--- src/sv/rvsc_pkg.sv ---
// Shared constants and pipeline payload types for the regulator selector converter.
// No dependencies.
`default_nettype none

package rvsc_pkg;

  // Operation codes.
  localparam logic OP_TO_VALUE = 1'b0;
  localparam logic OP_TO_RAW   = 1'b1;

  // Result status codes.
  localparam logic [1:0] ST_OK    = 2'd0;
  localparam logic [1:0] ST_RANGE = 2'd1;
  localparam logic [1:0] ST_OVF   = 2'd2;

  // Configuration register indexes.
  localparam logic [2:0] REG_MIN_VALUE          = 3'd0;
  localparam logic [2:0] REG_MAX_VALUE          = 3'd1;
  localparam logic [2:0] REG_FIRST_START_RAW    = 3'd2;
  localparam logic [2:0] REG_FIRST_START_VALUE  = 3'd3;
  localparam logic [2:0] REG_FIRST_STEP         = 3'd4;
  localparam logic [2:0] REG_SECOND_START_RAW   = 3'd5;
  localparam logic [2:0] REG_SECOND_START_VALUE = 3'd6;
  localparam logic [2:0] REG_SECOND_STEP        = 3'd7;

  // Dividend width of the floor division, one quotient bit per stage.
  localparam int DIV_BITS = 17;
  // Select, multiply, prepare, divide, sign fix and output stages.
  localparam int NUM_STG  = DIV_BITS + 5;
  localparam int STG_A    = 0;
  localparam int STG_B    = 1;
  localparam int STG_DV0  = 2;
  localparam int STG_E    = STG_DV0 + DIV_BITS + 1;
  localparam int STG_OUT  = STG_E + 1;

  typedef struct packed {
    logic        op;
    logic [1:0]  status;
    logic [7:0]  s_raw;
    logic [15:0] s_val;
    logic [15:0] step;
    logic [15:0] diff;
    logic [15:0] val;
  } a_t;

  typedef struct packed {
    logic               op;
    logic [1:0]         status;
    logic [7:0]         s_raw;
    logic [15:0]        s_val;
    logic [15:0]        step;
    logic [15:0]        prod;
    logic signed [17:0] num;
  } b_t;

  typedef struct packed {
    logic                op;
    logic [1:0]          status;
    logic [15:0]         val_out;
    logic [7:0]          s_raw;
    logic                neg;
    logic [15:0]         step;
    logic [15:0]         rem;
    logic [DIV_BITS-1:0] dvd;
    logic [DIV_BITS-1:0] quo;
  } dv_t;

  typedef struct packed {
    logic               op;
    logic [1:0]         status;
    logic [15:0]        val_out;
    logic [7:0]         s_raw;
    logic signed [17:0] qs;
  } e_t;

  typedef struct packed {
    logic [15:0] value_out;
    logic [7:0]  raw_out;
    logic [1:0]  status;
  } o_t;

endpackage

`default_nettype wire

--- src/sv/regulator_voltage_selector_convert.sv ---
// Regulator selector converter: range select, multiply and pipelined floor divider.
// Depends on rvsc_pkg.
//
// Usage: a request on the in_ channel (valid/ready) carries in_operation, in_raw_in and
// in_value_in. Operation 0 maps a raw selector code to its cooked value; operation 1
// checks a value against min/max and maps it to the nearest raw code, flagging codes
// outside 0..255. Each request yields exactly one result on the out_ channel.
// The eight range registers are written through cfg_wr_en/cfg_index/cfg_data while
// no request is in flight; a write takes effect at the next edge.
// The datapath is 22 register stages: range select, 16x16 multiply, dividend
// preparation, 17 restoring divider stages (one quotient bit each), sign fix and the
// output register. One request is taken every cycle while the receiver keeps
// out_ready high.
// Each stage holds a valid bit and advances when the stage ahead is empty or moving,
// so bubbles close up and a request is still taken while a result waits. When the
// receiver stalls long enough the pipeline fills and in_ready falls.
// Synchronous reset clears all valid bits and loads the register reset values.
`default_nettype none

module regulator_voltage_selector_convert
  import rvsc_pkg::*;
(
  input  wire logic        clk,
  input  wire logic        rst_n,
  input  wire logic        in_valid,
  output logic             in_ready,
  input  wire logic        in_operation,
  input  wire logic [7:0]  in_raw_in,
  input  wire logic [15:0] in_value_in,
  output logic             out_valid,
  input  wire logic        out_ready,
  output logic [15:0]      out_value_out,
  output logic [7:0]       out_raw_out,
  output logic [1:0]       out_status,
  input  wire logic        cfg_wr_en,
  input  wire logic [2:0]  cfg_index,
  input  wire logic [15:0] cfg_data
);

  logic [15:0] min_value_r, max_value_r;
  logic [7:0]  first_start_raw_r, second_start_raw_r;
  logic [15:0] first_start_value_r, second_start_value_r;
  logic [15:0] first_step_r, second_step_r;

  logic [NUM_STG-1:0] v_r, v_nxt, en;

  a_t  a_r, a_nxt;
  b_t  b_r, b_nxt;
  dv_t dv_r   [0:DIV_BITS];
  dv_t dv_nxt [0:DIV_BITS];
  e_t  e_r, e_nxt;
  o_t  o_r, o_nxt;

  // Configuration registers.
  always_ff @(posedge clk) begin
    if (!rst_n) begin
      min_value_r          <= 16'd0;
      max_value_r          <= 16'hFFFF;
      first_start_raw_r    <= 8'd0;
      first_start_value_r  <= 16'd0;
      first_step_r         <= 16'd1;
      second_start_raw_r   <= 8'd0;
      second_start_value_r <= 16'd0;
      second_step_r        <= 16'd0;
    end else if (cfg_wr_en) begin
      case (cfg_index)
        REG_MIN_VALUE:          min_value_r          <= cfg_data;
        REG_MAX_VALUE:          max_value_r          <= cfg_data;
        REG_FIRST_START_RAW:    first_start_raw_r    <= cfg_data[7:0];
        REG_FIRST_START_VALUE:  first_start_value_r  <= cfg_data;
        REG_FIRST_STEP:         first_step_r         <= cfg_data;
        REG_SECOND_START_RAW:   second_start_raw_r   <= cfg_data[7:0];
        REG_SECOND_START_VALUE: second_start_value_r <= cfg_data;
        REG_SECOND_STEP:        second_step_r        <= cfg_data;
        default: ;
      endcase
    end
  end

  // A stage may load when it is empty or when the stage ahead of it loads.
  always_comb begin
    en[NUM_STG-1] = !v_r[NUM_STG-1] || out_ready;
    for (int k = NUM_STG - 2; k >= 0; k--) begin
      en[k] = !v_r[k] || en[k+1];
    end
  end

  always_comb begin
    v_nxt[0] = en[0] ? in_valid : v_r[0];
    for (int k = 1; k < NUM_STG; k++) begin
      v_nxt[k] = en[k] ? v_r[k-1] : v_r[k];
    end
  end

  always_ff @(posedge clk) begin
    if (!rst_n) begin
      v_r <= '0;
    end else begin
      v_r <= v_nxt;
    end
  end

  assign in_ready  = en[STG_A];
  assign out_valid = v_r[STG_OUT];

  // Stage A: range selection and the out-of-range check.
  always_comb begin
    logic second;
    second = (second_step_r != 16'd0) &&
             ((in_operation == OP_TO_VALUE) ? (in_raw_in >= second_start_raw_r)
                                            : (in_value_in >= second_start_value_r));
    a_nxt.op     = in_operation;
    a_nxt.s_raw  = second ? second_start_raw_r   : first_start_raw_r;
    a_nxt.s_val  = second ? second_start_value_r : first_start_value_r;
    a_nxt.step   = second ? second_step_r        : first_step_r;
    a_nxt.diff   = 16'(in_raw_in) - 16'(a_nxt.s_raw);
    a_nxt.val    = in_value_in;
    a_nxt.status = ((in_operation == OP_TO_RAW) &&
                    ((in_value_in < min_value_r) || (in_value_in > max_value_r)))
                   ? ST_RANGE : ST_OK;
  end

  always_ff @(posedge clk) begin
    if (en[STG_A]) begin
      a_r <= a_nxt;
    end
  end

  // Stage B: code offset times step, and the rounded numerator for the division.
  always_comb begin
    logic [15:0] full;
    full         = a_r.diff * a_r.step;
    b_nxt.op     = a_r.op;
    b_nxt.status = a_r.status;
    b_nxt.s_raw  = a_r.s_raw;
    b_nxt.s_val  = a_r.s_val;
    b_nxt.step   = a_r.step;
    b_nxt.prod   = full;
    b_nxt.num    = $signed({2'b00, a_r.val}) - $signed({2'b00, a_r.s_val})
                 + $signed({3'b000, a_r.step[15:1]});
  end

  always_ff @(posedge clk) begin
    if (en[STG_B]) begin
      b_r <= b_nxt;
    end
  end

  // Stage C: floor of a negative quotient is the negated ceiling of its magnitude,
  // so a negative numerator is turned into |n| + step - 1.
  always_comb begin
    logic [17:0] neg_num;
    neg_num          = 18'(-b_r.num);
    dv_nxt[0].op      = b_r.op;
    dv_nxt[0].val_out = b_r.s_val + b_r.prod;
    dv_nxt[0].s_raw   = b_r.s_raw;
    dv_nxt[0].neg     = b_r.num[17];
    dv_nxt[0].step    = b_r.step;
    dv_nxt[0].rem     = 16'd0;
    dv_nxt[0].quo     = '0;
    dv_nxt[0].dvd     = b_r.num[17]
                        ? (neg_num[DIV_BITS-1:0] + DIV_BITS'(b_r.step) - DIV_BITS'(1))
                        : b_r.num[DIV_BITS-1:0];
    dv_nxt[0].status  = b_r.status;
    if ((b_r.op == OP_TO_RAW) && (b_r.status == ST_OK) && (b_r.step == 16'd0)) begin
      dv_nxt[0].status = ST_OVF;
    end
  end

  always_ff @(posedge clk) begin
    if (en[STG_DV0]) begin
      dv_r[0] <= dv_nxt[0];
    end
  end

  // Restoring divider, one quotient bit per stage, most significant first.
  for (genvar j = 1; j <= DIV_BITS; j++) begin : g_div
    always_comb begin
      logic [16:0] trial;
      logic        ge;
      trial          = {dv_r[j-1].rem, dv_r[j-1].dvd[DIV_BITS-1]};
      ge             = trial >= {1'b0, dv_r[j-1].step};
      dv_nxt[j]      = dv_r[j-1];
      dv_nxt[j].rem  = ge ? 16'(trial - {1'b0, dv_r[j-1].step}) : trial[15:0];
      dv_nxt[j].dvd  = {dv_r[j-1].dvd[DIV_BITS-2:0], 1'b0};
      dv_nxt[j].quo  = {dv_r[j-1].quo[DIV_BITS-2:0], ge};
    end

    always_ff @(posedge clk) begin
      if (en[STG_DV0 + j]) begin
        dv_r[j] <= dv_nxt[j];
      end
    end
  end

  // Stage E: restore the quotient sign.
  always_comb begin
    logic [17:0] mag;
    mag           = {1'b0, dv_r[DIV_BITS].quo};
    e_nxt.op      = dv_r[DIV_BITS].op;
    e_nxt.status  = dv_r[DIV_BITS].status;
    e_nxt.val_out = dv_r[DIV_BITS].val_out;
    e_nxt.s_raw   = dv_r[DIV_BITS].s_raw;
    e_nxt.qs      = dv_r[DIV_BITS].neg ? $signed(-mag) : $signed(mag);
  end

  always_ff @(posedge clk) begin
    if (en[STG_E]) begin
      e_r <= e_nxt;
    end
  end

  // Output stage: add the range start code and check that it fits in eight bits.
  always_comb begin
    logic [18:0] code;
    code            = 19'({e_r.qs[17], e_r.qs}) + 19'(e_r.s_raw);
    o_nxt.value_out = 16'd0;
    o_nxt.raw_out   = 8'd0;
    o_nxt.status    = e_r.status;
    if (e_r.op == OP_TO_VALUE) begin
      o_nxt.value_out = e_r.val_out;
      o_nxt.status    = ST_OK;
    end else if (e_r.status == ST_OK) begin
      if (code[18:8] == 11'd0) begin
        o_nxt.raw_out = code[7:0];
      end else begin
        o_nxt.status  = ST_OVF;
      end
    end
  end

  always_ff @(posedge clk) begin
    if (en[STG_OUT]) begin
      o_r <= o_nxt;
    end
  end

  assign out_value_out = o_r.value_out;
  assign out_raw_out   = o_r.raw_out;
  assign out_status    = o_r.status;

endmodule

`default_nettype wire

--- config.mk ---
export PLATFORM = sky130hd
export DESIGN_NAME = regulator_voltage_selector_convert
export DESIGN_NICKNAME = d
export VERILOG_FILES = /design/src/sv/rvsc_pkg.sv /design/src/sv/regulator_voltage_selector_convert.sv
export SDC_FILE = /design/constraint.sdc
export NUM_CORES = 2
export LEC_CHECK = 0
export BUFFER_PORTS_ARGS = -buffer_cell sky130_fd_sc_hd__buf_2
export CORE_UTILIZATION = 50
export CTS_CLUSTER_SIZE = 24
export DETAILED_ROUTE_END_ITERATION = 12
export GPL_ROUTABILITY_DRIVEN = 0
export PLACE_DENSITY = 0.68
export SLEW_MARGIN = 20
export SYNTH_ARGS = -nofsm -noshare
export SYNTH_HDL_FRONTEND = slang
export SYNTH_SLANG_ARGS = --single-unit
--- constraint.sdc ---
create_clock -name clk -period 5.2 [get_ports clk]
set_input_delay 0.26 -clock clk [delete_from_list [all_inputs] [get_ports clk]]
set_output_delay 0.26 -clock clk [all_outputs]
set_load 0.01 [all_outputs]
# == Yosys cells after proc, flatten, opt, wreduce, memory -nomap -nowiden ==
# Memory sizes are Yosys's and may differ from the RTL's.
# Index checks and enable logic that the tools add are counted.
# op_classes
shift,0
eq_ne,7
add_sub_neg,26
div_mod_pow,0
n_mul,1
magnitude_cmp,21
n_bitwise,0
reduce_logical,64
mux,63
# op_table
cell,count
16-bit 2-to-1 mux,19
17-bit by 16-bit greater-or-equal comparator with 1-bit output,17
16-bit subtractor,17
1-bit 2-to-1 mux,38
17-bit 2-to-1 mux,2
1-bit logical OR,23
1-bit zero test,22
18-bit by 9-bit adder with 19-bit output,1
17-bit by 16-bit adder with 18-bit output,1
17-bit negation with 18-bit output,1
17-bit by 16-bit adder with 17-bit output,1
17-bit negation,1
16-bit by 16-bit subtractor with 17-bit output,1
17-bit by 1-bit subtractor with 17-bit output (second input constant),1
16-bit adder,1
16-bit greater-or-equal comparator,1
16-bit > comparator,1
16-bit zero test,1
16-bit < comparator,1
16-bit by 16-bit multiplier with 16-bit output,1
2-bit AND reduction,8
16-bit nonzero test,1
3-bit equality test (second input constant),4
11-bit zero test,1
10 further kinds,17
# word_totals
ff_bits,357
input_bits,49
mem_bits_ro,0
latch_bits,0
mem_bits_rw,1692
word_cells,236
out_inout_bits,28
mem_count,1
# mem_list
memory,depth,width,read_ports,rd_ports_with_merged_regs,write_ports,line,text
dv_r,18,94,18,0,18,regulator_voltage_selector_convert.sv:49,dv_t dv_r [0:DIV_BITS];

# == Depth between registers and ports, before layout ==
# logic_depth
word_depth,23
mapped_depth,22
mapped_depth_nobuf,20

# == Worst setup path before layout ==
# No wires, ideal clock.
# synth_path
path_kind,register to register
from,register v_r[21]
to,"register a_r[0] (netlist bit), enable pin"
period_less_slack_ns,5.747
n_path_buf,0
required_ns,4.287
path_stages_with_launch,9
slack_ns,-0.547
t_arrival_ns,4.834
setup_ns,0.913
path_cell_list,dfxtp_1 > nor2b_1 > inv_1 > nor2_1 > and2_1 > inv_1 > nor3_1 > and3_1 > nand3_1
# synth_between
elab_chain_len,23
# synth_rtl
item,line,text
"start, declared",regulator_voltage_selector_convert.sv:45,"logic [NUM_STG-1:0] v_r, v_nxt, en;"
"start signal, assigned",regulator_voltage_selector_convert.sv:99,v_r <= v_nxt;
1-bit zero test,regulator_voltage_selector_convert.sv:82,en[NUM_STG-1] = !v_r[NUM_STG-1] || out_ready;
1-bit logical OR,regulator_voltage_selector_convert.sv:82,
via en[21],regulator_voltage_selector_convert.sv:45,
1-bit logical OR (5 in series),regulator_voltage_selector_convert.sv:84,en[k] = !v_r[k] || en[k+1];
via en[16],regulator_voltage_selector_convert.sv:45,
1-bit logical OR (16 in series),regulator_voltage_selector_convert.sv:84,
via in_ready,regulator_voltage_selector_convert.sv:26,"output logic in_ready,"
"end signal, assigned",regulator_voltage_selector_convert.sv:125,a_r <= a_nxt;
"end, declared",regulator_voltage_selector_convert.sv:47,"a_t a_r, a_nxt;"
# The timed path passes the listed nets, and every way through them passes these cells.
# A chain may end at the register's enable or synchronous reset.

==> summary.txt <==
Setup path
  • Setup slack, reg-to-reg: 0.006 ns
  • Arrival time at the worst endpoint: 5.73 ns
  • Critical Path Start Type: flip-flop
  • Worst Path Max Fanout: 7
  • Crit Path Class: reg -> reg
  • CP max-delay cell: fa_1
  • Crit path depth: 16
  • Slowest Stage Delay on Critical Path: 0.55 ns
  • Top cell by count, worst path: fa_1
  • Worst-path cell chain: nand2_2 -> inv_2 -> buf_4 -> fa_1 -> inv_1 -> fa_1 -> inv_1 -> fa_2 -> fa_1 -> fa_1 -> inv_1 -> fa_1 -> inv_1 -> ha_2 -> o41a_1 -> xor2_1
  • CP delay by family, top: adder cells
  • CP endpoint kind: flip-flop
  • Critical path data required time: 5.73 ns
  • Worst Reg-to-Reg Cells: 16
  • CP Buf/Inv Count: 6

Logic synthesis
  • Synth Area per Inst: 13.7 um2
  • Post-Synth Simple-Gate Area: 7.51%
  • Largest family of logic cells by synthesized area: adder cells
  • Ys async rst share: 0%
  • Synth Warn #: 0
  • Top FF cell, synth: edfxtp_1
  • Post-synthesis net count: 6,092
  • Sequential fraction of the synthesis area: 65.2%
  • Compound-Gate Fraction of Synth Area: 8.13%
  • Synthesized instance count: 5,504
  • Synth cell types: 71
  • Post-synthesis mux area share: 2.29%
  • XOR/XNOR Fraction of Synth Area: 3.44%
  • Mapped Area: 75,600 um2
  • Number of synthesized register bits: 1,686
  • Post-synth EDFFs: 1,552
  • Synth Area in Adders: 9.90%

Cells and area
  • Ant diodes: 0
  • Layout cells sized above 1: 10.7%
  • Layout Cell Area excl Fill: 85,000 um2
  • Register Area: 49,300 um2
  • # fillers: 11,800
  • Commonest cells after routing, fill and taps aside: edfxtp_1, inv_1, ha_1, nand2_1, a21oi_1
  • Commonest non-fill, non-tap cell in the layout: edfxtp_1
  • Area growth syn-to-layout: 12.6%
  • Multi-input gate area: 24,000 um2
  • Final net count: 6,365

Clocking
  • H-tree depth: 4
  • Clock transition at path regs: 0.05 ns
  • CTS max path bufs: 3
  • CTS Sinks: 1,686
  • CTS tree: yes
  • Clk Latency, worst-skew pair: 0.80 ns
  • CTS root buf: clkbuf_16
  • CTS Buf Count: 170

Die
  • Die Area: 153,000 um2
  • Die Span X: 391 um
  • Initial Util: 50.4%
  • Die height: 391 um
  • Number of core rows: 142
  • Core Area: 150,000 um2
  • I/O pins: 77

STA
  • Hold_ws: 0.0506 ns
  • Slew margin rel.: 27.0%
  • Slew Viols, Final: 0
  • Fin. Hold Viols: 0
  • Clock skew: 0.0309 ns
  • Fmax: 193 MHz
  • RSZ-0062 raised after global routing: yes
  • Minimum clock period: 5.19 ns
  • Worst Tran Pin Value: 1.09 ns
  • Fin crit share: 99.9%
  • Final setup fails: 0
  • Setup TNS: 0 ns

Global route
  • Tot GR Track Use: 19.1%
  • GR Overflow Total: 0
  • First-pass GRT wire length: 227 mm
  • Initial antenna violation count: 0
  • Vias in the first global route: 41,500
  • Pin count of the biggest net entering global routing: 79

Route
  • Initial DRC count: 2,543
  • Routed WL: 145 mm
  • TritonRoute pass-1 iters: 6
  • Via density: 5.29
  • Via count: 41,900
  • DRC violations left: 0
  • DR WL/cell: 18.2 um
  • Post-route antenna net violation count: 0

Pwr
  • Comb pwr share: 27.7%
  • Static leakage: 0.0334 uW
  • Switching Share: 29.6%
  • Switch Pwr: 13,500 uW
  • VDD IR max: 603 uV
  • Flop pwr share: 46.0%
  • PnR Total Power: 45,700 uW
  • Power per cell area: 538 nW/um2
  • Clock power share: 26.3%
  • Int Power: 32,200 uW

Placement
  • Post-DP HPWL: 102 mm
  • Post-DP Area: 78,700 um2
  • IO buf count: 76

Job
  • Max-cap violations: 0

Worst hold path
  • Worst Hold Depth: 3
  • Min-delay worst type: in -> reg

Status
  • Outcome: finished clean
## logic make-up after synthesis
kind of cell	after synthesis
adder cells (fa/ha/maj)	539
AND/OR/NAND/NOR	1211
flip-flops	1686
AO/OA/AOI/OAI	954
XOR/XNOR	297
buffers and inverters	669
multiplexers	148
## layer usage
metal,global-route usage [%],vias to the layer above,routed length (um)
met1,24.3,20300,62200
li1,-,20400,-
met5,0,-,0
met3,2.87,262,5790
met2,33.3,893,72700
met4,6.08,0,3940
## worst reg2reg max path, stage by stage, from the launching register on
cell	delay, ns
edfxtp_1	0.53
nand2_2	0.16
inv_2	0.06
buf_4	0.13
fa_1	0.50
inv_1	0.06
fa_1	0.50
inv_1	0.05
fa_2	0.53
fa_1	0.45
fa_1	0.55
inv_1	0.05
fa_1	0.50
inv_1	0.05
ha_2	0.22
o41a_1	0.46
xor2_1	0.15
## cell usage after synthesis, types with 5 or more instances
cell type	number	area (um2)
edfxtp_1	1552	46600
inv_1	564	2120
ha_1	441	5520
nand2_1	421	1580
a21oi_1	317	1590
nor2_1	292	1100
xnor2_1	201	1760
o21ai_0	143	716
dfxtp_1	134	2680
mux2_2	108	1220
a21boi_0	106	796
fa_1	98	1960
xor2_1	96	841
a21o_1	94	706
nor2b_1	86	538
nor3_1	82	410
o21a_1	69	518
and2_1	66	413
nand3_1	56	280
nand4_1	52	325
nand2b_1	51	319
clkbuf_1	50	188
o31ai_1	37	278
a31oi_1	36	225
buf_2	33	165
and3_1	29	181
a211oi_1	26	195
o41ai_1	25	219
mux2_4	23	345
nor4_1	23	144
o211ai_1	22	165
mux2i_1	17	170
o21bai_1	14	105
or3_1	12	75.1
or2_2	11	68.8
buf_4	10	75.1
a211o_1	9	78.8
nand3b_1	9	67.6
clkbuf_2	8	40.0
o311ai_0	8	70.1
a2111oi_0	6	52.6
a21bo_2	6	60.1
or4_1	6	45.0
a31o_2	5	43.8
and4_1	5	43.8
## stage by stage
step	std cells	setup slack, ns	utilization [%]
3_3_place_gp	7567	-0.0797	52.4
3_5_place_dp	7569	-0.166	52.5
5_1_grt	7927	-0.152	56.7
6_report	7927	0.00601	56.7
2_1_floorplan	5504	0.0332	-
4_1_cts	7923	0.000337	56.6
## cell type report
class | count | share of cell area [%]
multi-input cells | 3149 | 28.2
repair buffers | 206 | 1.83
clock buffers | 216 | 5.28
clock inverters | 90 | 1.25
flip-flops and latches | 1686 | 58.0
well taps | 2016 | 2.97
inverters | 564 | 2.50
## final timing paths
check | from | end
worst min-delay path | in_raw_in[4] | a_r[20]$_DFFE_PP_
worst min register to register | dv_r[2][87]$_DFFE_PP_ | dv_r[3][87]$_DFFE_PP_
worst max register to register | a_r[30]$_DFFE_PP_ | b_r[32]$_DFFE_PP_
worst max-delay path | a_r[30]$_DFFE_PP_ | b_r[32]$_DFFE_PP_
## flip-flops by register name, summed over array words and instances, names as in the netlist
name and cells:
min_value_r 16, dv_r 1338, max_value_r 16, first_start_value_r 16
first_start_raw_r 8, out_value_out 16, second_step_r 16, second_start_raw_r 8
out_status 2, b_r 76, e_r 45, first_step_r 16
v_r 22, a_r 67, out_raw_out 8, second_start_value_r 16
## power groups by stage
stage / clock network (uW) / logic, uW / registers (uW)
5_1_grt: 12800 / 14100 / 21400
3_5_place_dp: 0 / 12400 / 21300
3_3_place_gp: 0 / 12200 / 21200
4_1_cts: 12300 / 12600 / 21100
6_report: 12000 / 12700 / 21000
2_1_floorplan: 0 / 9980 / 20500
## repair_timing
item | in CTS | in global routing
setup endpoints to repair | 3 | 4
hold endpoints to repair | 155 | 0
pin swaps | 49 | 22
hold buffers | 40 | 0
setup buffers | 9 | 3
gates resized for setup | 31 | 17
Note: power is estimated with default switching activity, not from simulation.
